### src/rtl/dtp_pkg.sv
// Shared types and constants for the deadline task picker.
// Used by the channel interfaces, the top level and the checker.
`timescale 1ns / 1ps

package dtp_pkg;

	// Table size and derived index width.
	localparam int SLOTS  = 8;
	localparam int SLOT_W = (SLOTS > 1) ? $clog2(SLOTS) : 1;

	// Fixed field widths of the channels.
	localparam int ID_W       = 16;
	localparam int TIME_W     = 32;
	localparam int PERIOD_W   = 31;
	localparam int KIND_W     = 2;
	localparam int SLOT_OUT_W = 3;

	localparam logic [ID_W-1:0] ID_MAX = '1;

	typedef enum logic [KIND_W-1:0] {
		KIND_IDLE     = 2'd0,
		KIND_TIMED    = 2'd1,
		KIND_PERIODIC = 2'd2,
		KIND_STRICT   = 2'd3
	} kind_t;

	typedef enum logic {
		OP_CREATE = 1'b0,
		OP_TICK   = 1'b1
	} op_t;

	typedef enum logic [1:0] {
		ST_IDLE,
		ST_SCAN,
		ST_DRAIN,
		ST_COMMIT
	} state_t;

endpackage

### src/rtl/dtp_item_if.sv
// Input channel of the deadline task picker: valid/ready plus one command item.
// Depends on dtp_pkg for the field widths.
`timescale 1ns / 1ps

interface dtp_item_if;
	import dtp_pkg::*;

	logic                valid;
	logic                ready;
	logic                op;
	logic [TIME_W-1:0]   now;
	logic [KIND_W-1:0]   kind;
	logic [PERIOD_W-1:0] period;

	modport source (output valid, output op, output now, output kind, output period,
		input ready);
	modport sink (input valid, input op, input now, input kind, input period,
		output ready);

endinterface

### src/rtl/dtp_res_if.sv
// Output channel of the deadline task picker: valid/ready plus one result item.
// Depends on dtp_pkg for the field widths.
`timescale 1ns / 1ps

interface dtp_res_if;
	import dtp_pkg::*;

	logic                  valid;
	logic                  ready;
	logic [ID_W-1:0]       task_id;
	logic [SLOT_OUT_W-1:0] slot;
	logic                  valid_res;

	modport source (output valid, output task_id, output slot, output valid_res,
		input ready);
	modport sink (input valid, input task_id, input slot, input valid_res,
		output ready);

endinterface

### src/rtl/deadline_task_picker.sv
// Top level of the deadline task picker: slot table, scan sequencer and result register.
// Depends on dtp_pkg, dtp_item_if and dtp_res_if.
`timescale 1ns / 1ps

// Usage:
// The item channel carries one command per transfer: op selects create or tick, now is
// the current millisecond time, kind and period describe a new task on create.
// The res channel returns exactly one result per command: the task id, the slot it was
// stored into or picked from, and valid_res (stored on create, task picked on tick).
// Every command scans the whole slot table, one entry read per cycle through a single
// read port, and then commits at most one write. The result is registered at commit,
// after the scan and drain states; a new command is taken only once the sequencer has
// committed and is back in idle.
// item.ready is high only while the sequencer is idle.
// Reset frees all slots at once; slot contents are written when a slot is filled.
// A finished result waits in the output register. The next command is accepted and
// scanned while it waits; its commit holds until the waiting result is transferred.
module deadline_task_picker (
	input  logic     clk,
	input  logic     arst_n,
	dtp_item_if.sink item,
	dtp_res_if.source res
);
	import dtp_pkg::*;

	localparam logic [SLOT_W-1:0] LAST_SLOT = SLOT_W'(SLOTS - 1);

	// Sequencer and control state.
	state_t            state_q, state_d;
	logic [SLOT_W-1:0] cnt_q;
	logic [SLOTS-1:0]  live_q;
	logic              item_ready, accept, scan_en, commit_en;

	// Captured command.
	logic                op_q;
	logic [TIME_W-1:0]   now_q;
	logic [KIND_W-1:0]   kind_q;
	logic [PERIOD_W-1:0] period_q;

	// Slot table memories.
	logic [ID_W-1:0]     mem_id     [SLOTS];
	kind_t               mem_kind   [SLOTS];
	logic [TIME_W-1:0]   mem_start  [SLOTS];
	logic [PERIOD_W-1:0] mem_period [SLOTS];

	// Scan pipeline.
	logic                vld_s1, vld_s2;
	logic [SLOT_W-1:0]   idx_s1, idx_s2;
	logic                live_s1, live_s2;
	logic [ID_W-1:0]     id_s1, id_s2;
	kind_t               kind_s1, kind_s2;
	logic [TIME_W-1:0]   start_s1;
	logic [PERIOD_W-1:0] period_s1;
	logic [TIME_W-1:0]   due_s2;

	// Running results of the scan.
	logic [TIME_W-1:0] late_best_q, idle_best_q;
	logic [SLOT_W-1:0] late_idx_q, idle_idx_q, free_idx_q;
	logic [ID_W-1:0]   late_id_q, idle_id_q, max_id_q;
	kind_t             late_kind_q;
	logic [TIME_W-1:0] late_next_q;
	logic              any_live_q, free_found_q;

	// Output register.
	logic                  res_vld_q;
	logic [ID_W-1:0]       res_id_q;
	logic [SLOT_OUT_W-1:0] res_slot_q;
	logic                  res_ok_q;

	// Shared arithmetic and evaluation signals.
	logic [TIME_W-1:0] due_sum;
	logic [TIME_W:0]   diff;
	logic [TIME_W-1:0] lag;
	logic              late_hit, idle_hit, id_hit, free_hit;

	// Commit decision signals.
	logic              late_any, idle_any;
	logic [ID_W-1:0]   new_id;
	logic [SLOT_W-1:0] wr_addr;
	logic              wr_all, wr_start, clr_live;
	logic [TIME_W-1:0] start_wdata;
	logic [ID_W-1:0]   r_id;
	logic [SLOT_W-1:0] r_slot;
	logic              r_ok;

	// Next state and sequencer outputs.
	always_comb begin
		state_d    = state_q;
		item_ready = 1'b0;
		scan_en    = 1'b0;
		commit_en  = 1'b0;
		case (state_q)
			ST_IDLE: begin
				item_ready = 1'b1;
				if (item.valid) begin
					state_d = ST_SCAN;
				end
			end
			ST_SCAN: begin
				scan_en = 1'b1;
				if (cnt_q == LAST_SLOT) begin
					state_d = ST_DRAIN;
				end
			end
			ST_DRAIN: begin
				if (!vld_s1 && !vld_s2) begin
					state_d = ST_COMMIT;
				end
			end
			ST_COMMIT: begin
				if (!res_vld_q || res.ready) begin
					commit_en = 1'b1;
					state_d   = ST_IDLE;
				end
			end
			default: begin
				state_d = ST_IDLE;
			end
		endcase
	end

	assign item.ready = item_ready;
	assign accept     = item.valid && item_ready;

	// Control registers.
	always_ff @(posedge clk or negedge arst_n) begin
		if (!arst_n) begin
			state_q   <= ST_IDLE;
			cnt_q     <= '0;
			live_q    <= '0;
			vld_s1    <= 1'b0;
			vld_s2    <= 1'b0;
			res_vld_q <= 1'b0;
		end else begin
			state_q <= state_d;
			vld_s1  <= scan_en;
			vld_s2  <= vld_s1;
			if (accept) begin
				cnt_q <= '0;
			end else if (scan_en) begin
				cnt_q <= cnt_q + 1'b1;
			end
			if (commit_en && wr_all) begin
				live_q[wr_addr] <= 1'b1;
			end else if (commit_en && clr_live) begin
				live_q[wr_addr] <= 1'b0;
			end
			if (commit_en) begin
				res_vld_q <= 1'b1;
			end else if (res.ready) begin
				res_vld_q <= 1'b0;
			end
		end
	end

	// Slot table: one write port used at commit, one registered read port for the scan.
	always_ff @(posedge clk) begin
		if (commit_en && (wr_all || wr_start)) begin
			mem_start[wr_addr] <= start_wdata;
		end
		if (commit_en && wr_all) begin
			mem_id[wr_addr]     <= new_id;
			mem_kind[wr_addr]   <= kind_t'(kind_q);
			mem_period[wr_addr] <= period_q;
		end
		if (scan_en) begin
			id_s1     <= mem_id[cnt_q];
			kind_s1   <= mem_kind[cnt_q];
			start_s1  <= mem_start[cnt_q];
			period_s1 <= mem_period[cnt_q];
			idx_s1    <= cnt_q;
			live_s1   <= live_q[cnt_q];
		end
	end

	// First stage of the shared unit: due time, or plain start for an idle task.
	assign due_sum = start_s1 + ((kind_s1 == KIND_IDLE) ? '0 : TIME_W'(period_s1));

	always_ff @(posedge clk) begin
		if (vld_s1) begin
			due_s2  <= due_sum;
			idx_s2  <= idx_s1;
			live_s2 <= live_s1;
			id_s2   <= id_s1;
			kind_s2 <= kind_s1;
		end
	end

	// Second stage: lateness or wait time, with the borrow telling whether it is overdue.
	assign diff     = {1'b0, now_q} - {1'b0, due_s2};
	assign lag      = diff[TIME_W-1:0];
	assign late_hit = vld_s2 && live_s2 && (kind_s2 != KIND_IDLE) && !diff[TIME_W]
		&& (lag > late_best_q);
	assign idle_hit = vld_s2 && live_s2 && (kind_s2 == KIND_IDLE) && (lag > idle_best_q);
	assign id_hit   = vld_s2 && live_s2 && (!any_live_q || (id_s2 > max_id_q));
	assign free_hit = vld_s2 && !live_s2 && !free_found_q;

	// Command capture and running best candidates.
	always_ff @(posedge clk) begin
		if (accept) begin
			op_q         <= item.op;
			now_q        <= item.now;
			kind_q       <= item.kind;
			period_q     <= item.period;
			late_best_q  <= '0;
			idle_best_q  <= '0;
			any_live_q   <= 1'b0;
			max_id_q     <= '0;
			free_found_q <= 1'b0;
		end else begin
			if (late_hit) begin
				late_best_q <= lag;
				late_idx_q  <= idx_s2;
				late_id_q   <= id_s2;
				late_kind_q <= kind_s2;
				late_next_q <= (kind_s2 == KIND_STRICT) ? due_s2 : now_q;
			end
			if (idle_hit) begin
				idle_best_q <= lag;
				idle_idx_q  <= idx_s2;
				idle_id_q   <= id_s2;
			end
			if (id_hit) begin
				max_id_q   <= id_s2;
				any_live_q <= 1'b1;
			end
			if (free_hit) begin
				free_found_q <= 1'b1;
				free_idx_q   <= idx_s2;
			end
		end
	end

	// Commit decision: what to store and what to report.
	assign late_any = (late_best_q != '0);
	assign idle_any = (idle_best_q != '0);
	assign new_id   = !any_live_q ? '0 : ((max_id_q == ID_MAX) ? ID_MAX : max_id_q + 1'b1);

	always_comb begin
		wr_addr     = '0;
		wr_all      = 1'b0;
		wr_start    = 1'b0;
		clr_live    = 1'b0;
		start_wdata = now_q;
		r_id        = '0;
		r_slot      = '0;
		r_ok        = 1'b0;
		if (op_t'(op_q) == OP_CREATE) begin
			r_id    = new_id;
			wr_addr = free_idx_q;
			if (free_found_q) begin
				wr_all = 1'b1;
				r_slot = free_idx_q;
				r_ok   = 1'b1;
			end
		end else if (late_any) begin
			r_id    = late_id_q;
			r_slot  = late_idx_q;
			r_ok    = 1'b1;
			wr_addr = late_idx_q;
			if (late_kind_q == KIND_TIMED) begin
				clr_live = 1'b1;
			end else begin
				wr_start    = 1'b1;
				start_wdata = late_next_q;
			end
		end else if (idle_any) begin
			r_id     = idle_id_q;
			r_slot   = idle_idx_q;
			r_ok     = 1'b1;
			wr_addr  = idle_idx_q;
			wr_start = 1'b1;
		end
	end

	// Result payload register.
	always_ff @(posedge clk) begin
		if (commit_en) begin
			res_id_q   <= r_id;
			res_slot_q <= SLOT_OUT_W'(r_slot);
			res_ok_q   <= r_ok;
		end
	end

	assign res.valid     = res_vld_q;
	assign res.task_id   = res_id_q;
	assign res.slot      = res_slot_q;
	assign res.valid_res = res_ok_q;

endmodule

### src/flat_wrapper.sv
// flat-port wrapper written by rule: the top's interface ports become plain ports
module deadline_task_picker_flat import dtp_pkg::*;
  (clk, arst_n, item_valid, item_op, item_now, item_kind, item_period, item_ready, res_valid, res_task_id, res_slot, res_valid_res, res_ready);
  dtp_item_if item_i ();
  dtp_res_if res_i ();
  input  logic clk;
  input  logic arst_n;
  input wire logic [$bits(item_i.valid)-1:0] item_valid;
  input wire logic [$bits(item_i.op)-1:0] item_op;
  input wire logic [$bits(item_i.now)-1:0] item_now;
  input wire logic [$bits(item_i.kind)-1:0] item_kind;
  input wire logic [$bits(item_i.period)-1:0] item_period;
  output wire logic [$bits(item_i.ready)-1:0] item_ready;
  output wire logic [$bits(res_i.valid)-1:0] res_valid;
  output wire logic [$bits(res_i.task_id)-1:0] res_task_id;
  output wire logic [$bits(res_i.slot)-1:0] res_slot;
  output wire logic [$bits(res_i.valid_res)-1:0] res_valid_res;
  input wire logic [$bits(res_i.ready)-1:0] res_ready;
  assign item_i.valid = item_valid;
  assign item_i.op = item_op;
  assign item_i.now = item_now;
  assign item_i.kind = item_kind;
  assign item_i.period = item_period;
  assign item_ready = item_i.ready;
  assign res_valid = res_i.valid;
  assign res_task_id = res_i.task_id;
  assign res_slot = res_i.slot;
  assign res_valid_res = res_i.valid_res;
  assign res_i.ready = res_ready;
  deadline_task_picker u_core (.clk(clk), .arst_n(arst_n), .item(item_i), .res(res_i));
endmodule
### config.mk
export PLATFORM = sky130hd
export DESIGN_NAME = deadline_task_picker_flat
export DESIGN_NICKNAME = d
export VERILOG_FILES = /design/src/rtl/dtp_pkg.sv /design/src/rtl/dtp_item_if.sv /design/src/rtl/dtp_res_if.sv /design/src/rtl/deadline_task_picker.sv /design/src/flat_wrapper.sv
export SDC_FILE = /design/constraint.sdc
export NUM_CORES = 1
export LEC_CHECK = 0
export BUFFER_PORTS_ARGS = -buffer_cell sky130_fd_sc_hd__buf_2
export CAP_MARGIN = 40
export CELL_PAD_IN_SITES_DETAIL_PLACEMENT = 1
export CELL_PAD_IN_SITES_GLOBAL_PLACEMENT = 1
export CORE_ASPECT_RATIO = 0.8
export CORE_MARGIN = 1.5
export CORE_UTILIZATION = 58
export DETAILED_ROUTE_END_ITERATION = 12
export MAX_ROUTING_LAYER = met4
export PLACE_DENSITY = 0.94
export RECOVER_POWER = 25
export SYNTH_ARGS = -nofsm -noshare
export SYNTH_HDL_FRONTEND = slang
export SYNTH_SLANG_ARGS = --single-unit
### constraint.sdc
create_clock -name clk -period 12.4 [get_ports clk]
set_input_delay 1.24 -clock clk [delete_from_list [all_inputs] [get_ports clk]]
set_output_delay 1.24 -clock clk [all_outputs]
set_load 0.01 [all_outputs]
==> flow_summary_export.csv <==
group,metric,value,unit
status,status,"complete, but fails checks",
status,violations,"max-capacitance violations, max-slew violations",
finish,fin_nets,3012,
worst_setup_path,criticalPathCategory,"register to register",
place,gp_congestion,0.9228,
global_routing,grt_max_degree,123,
timing,setup_viol,0,
global_routing,track_usage,35.22,%
route,dr.first_iter.drc_count,4282,
timing,fmax,0.1486,GHz
finish,final_core_util,65.41,%
floorplan,core,75330,um^2
worst_setup_path,crit_fanout,22,
route,maxUsedRoutingLayer,"met4",
synthesis,synthesis.area_per_instance,16.67,um^2
route,wl_met2,64820,um
timing,skew,64.06,ps
timing,fin_crit,6729,ps
synthesis,synth-main-ff-cell,"edfxtp_1",
worst_setup_path,rrSetupSlack,5670,ps
global_routing,antenna_found_initial,9,
finish,mostFrequentLayoutCell,"edfxtp_1",
route,post_drt_wl_per_cell,36.30,um
route,first_pass_iters,5,
synthesis,synth_fp_nets,2869,
worst_setup_path,crit_arrival,7060,ps
global_routing,grt_pass1_wl,194100,um
place,post-place-ws,6240,ps
synthesis,synth_edf_count,948,
timing,hold_violations,0,
route,vias,27760,
finish,area_growth,11.66,%
floorplan,dieArea,77760,um^2
route,drt_wl_total,141300,um
power_and_ir_drop,peakVddDrop,181.4,uV
cts,cts_tree,"built",
cts,cts_max_level,3,
timing,rsz0062_at_grt,"false",
cts,cts.sinks,1046,
cts,clockRootBuffer,"clkbuf_16",
timing,slew_headroom,-179.4,%
synthesis,synth_seq_area_share,69.14,%
timing,fin_crit_sh,54.27,%
floorplan,io_pins,92,
worst_setup_path,required,12730,ps
cts,ctsHoldBuffers,0,
power_and_ir_drop,p_leak,0.01693,uW
finish,final_cell_mix,"948 x edfxtp_1, 164 x mux4_2, 159 x nor2_1",
timing,setup-tns-final,0,ps
global_routing,overflow,0,
place,place_hpwl,74690,um
route,post-route-drc-count,0,
place,io_buffers,91,
synthesis,syn_inst,2647,
cts,post_cts_resized,0,
worst_setup_path,cp-start-kind,"register",
power_and_ir_drop,p_per_area,292.6,nW/um^2
worst_hold_path,hold_path.class,"register to register",
synthesis,netlist_area,44130,um^2
route,met3WireLength,17230,um
route,viasPerCell,7.130,
route,wl_met1,51040,um
cts,cts_buffer_depth,3,
synthesis,ys_ff_latch,1046,
cts,numCtsBuffers,98,
timing,fin_ws,5671,ps
synthesis,ys_warn_count,0,
global_routing,grt_pass1_vias,27910,
route,antenna_left,0,
cts,clk_pin_slew,80,ps
floorplan,die_w,311.4,um
floorplan,initial_core_util,58.57,%
timing,worstMarginPinSlew,4191,ps
run,drv_cap,6,
finish,drive_gt1_share,20.12,%
floorplan,fp.dieH,249.7,um
worst_setup_path,cp-end-kind,"register",
floorplan,rows,90,
synthesis,synthArstFlopShare,1.530,%
timing,slew_violations,278,
cts,cts_setup_buffers,0,
synthesis,ys_types,73,
cts,clk_latency,720,ps
synth_stat cells, types with 9 or more instances:
| cell | number | share of area [%] |
|---|---|---|
| edfxtp_1 | 948 | 65 |
| nor2_1 | 177 | 1.5 |
| mux4_2 | 164 | 8.4 |
| ha_1 | 150 | 4.3 |
| inv_1 | 134 | 1.1 |
| mux2_2 | 116 | 3.0 |
| dfxtp_1 | 82 | 3.7 |
| a21oi_1 | 80 | 0.91 |
| o21ai_0 | 78 | 0.88 |
| mux2i_1 | 77 | 1.7 |
| nand2_1 | 74 | 0.63 |
| clkbuf_1 | 70 | 0.60 |
| a21o_1 | 50 | 0.85 |
| xnor2_1 | 46 | 0.91 |
| nor2b_1 | 41 | 0.58 |
| nand3_1 | 29 | 0.33 |
| nand4_1 | 26 | 0.37 |
| o21a_1 | 22 | 0.37 |
| nor4_1 | 20 | 0.28 |
| buf_1 | 19 | 0.16 |
| and3_1 | 17 | 0.24 |
| nor3_1 | 17 | 0.19 |
| xor2_1 | 17 | 0.34 |
| dfrtp_1 | 16 | 0.91 |
| a211oi_1 | 15 | 0.26 |
| nand2b_1 | 15 | 0.21 |
| a221o_1 | 13 | 0.29 |
| o211ai_1 | 11 | 0.19 |
| a221oi_1 | 9 | 0.18 |
| a31oi_1 | 9 | 0.13 |
worst max-delay path: stages, from the launching register on:
cell	delay (ps)
edfxtp_1	450
inv_1	100
ha_1	170
inv_1	70
fa_1	520
a211oi_1	370
o211ai_1	240
a31oi_2	370
a21o_1	250
a21oi_2	110
o22ai_1	200
xor2_1	430
inv_1	130
ha_1	330
nand4_1	150
nor3_1	230
nand4_1	160
nand2_1	110
o21ai_0	130
a21oi_4	780
buf_4	420
nor2b_1	260
buf_4	350
kinds of logic after synthesis:
logic type                 count (synthesis)  share of synthesized area, %
DFF                                     1046                         69.14
buffers and inverters                    232                         2.053
and+or+nand+nor                          452                         4.951
AOI/OAI and AO/OA                        344                         5.152
muxes                                    358                         13.11
xor gates and xnor gates                  63                         1.250
adders and majority gates                152                         4.344
layer usage:
layer | GRT usage [%] | up-vias
li1 | - | 10620
met1 | 47.00 | 14020
met2 | 53.36 | 2486
met3 | 6.797 | 637
met4 | 15.33 | 0
met5 | - | -
power breakdown:
| group | internal, uW | leakage [uW] | switching (uW) | total (uW) |
|---|---|---|---|---|
| logic | 2150 | 0.00585 | 3810 | 5960 |
| registers | 4820 | 0.00951 | 467 | 5290 |
| clock network | 1700 | 0.00157 | 1470 | 3170 |
| total | 8670 | 0.0169 | 5750 | 14400 |
per-stage QoR:
stage / std cells / hold WS [ps] / total power [uW] / instance area [um^2]
2_1_floorplan: 2647 / 400.3 / 8699 / 44130
3_3_place_gp: 3685 / 402.9 / 10040 / 45880
3_5_place_dp: 3696 / 409.0 / 10560 / 46080
4_1_cts: 3879 / 417.6 / 13980 / 49310
5_1_grt: 3893 / 425.6 / 14780 / 49270
6_report: 3893 / 412.7 / 14420 / 49270
path summary, 6_finish.rpt:
| check | startpoint | to | cells past startpoint |
|---|---|---|---|
| worst min register to register | u_core.id_s1[9] | u_core.id_s2[9] | 0 |
| worst max-delay path | u_core.now_q[0] | u_core.idle_idx_q[1] | 22 |
| worst max register to register | u_core.now_q[0] | u_core.idle_idx_q[1] | 22 |
| worst min-delay path | u_core.id_s1[9] | u_core.id_s2[9] | 0 |
| min in group asynchronous | arst_n | async pin | 1 |
| max in group asynchronous | arst_n | u_core.cnt_q[1] | 1 |
final cells by class:
cell class                      instances  area, um^2
Clock buffer                          122        2562
Fill cell                            6483       26060
Inverter                              135       506.7
Multi-Input combinational cell       1369       12860
Tap cell                             1012        1266
Antenna cell                            8       20.02
Clock inverter                         61       668.1
Sequential cell                      1046       30520
Timing Repair Buffer                  140       869.6
sequential cells by signal, summed over array words and instances, names as in the netlist, 31 cells and up, named ones only:
register            count
u_core.mem_start      256
u_core.mem_period     248
u_core.mem_id         128
u_core.due_s2          32
u_core.idle_best_q     32
u_core.late_best_q     32
u_core.late_next_q     32
u_core.now_q           32
u_core.start_s1        32
u_core.period_q        31
u_core.period_s1       31
(Power assumes the default switching activity.)
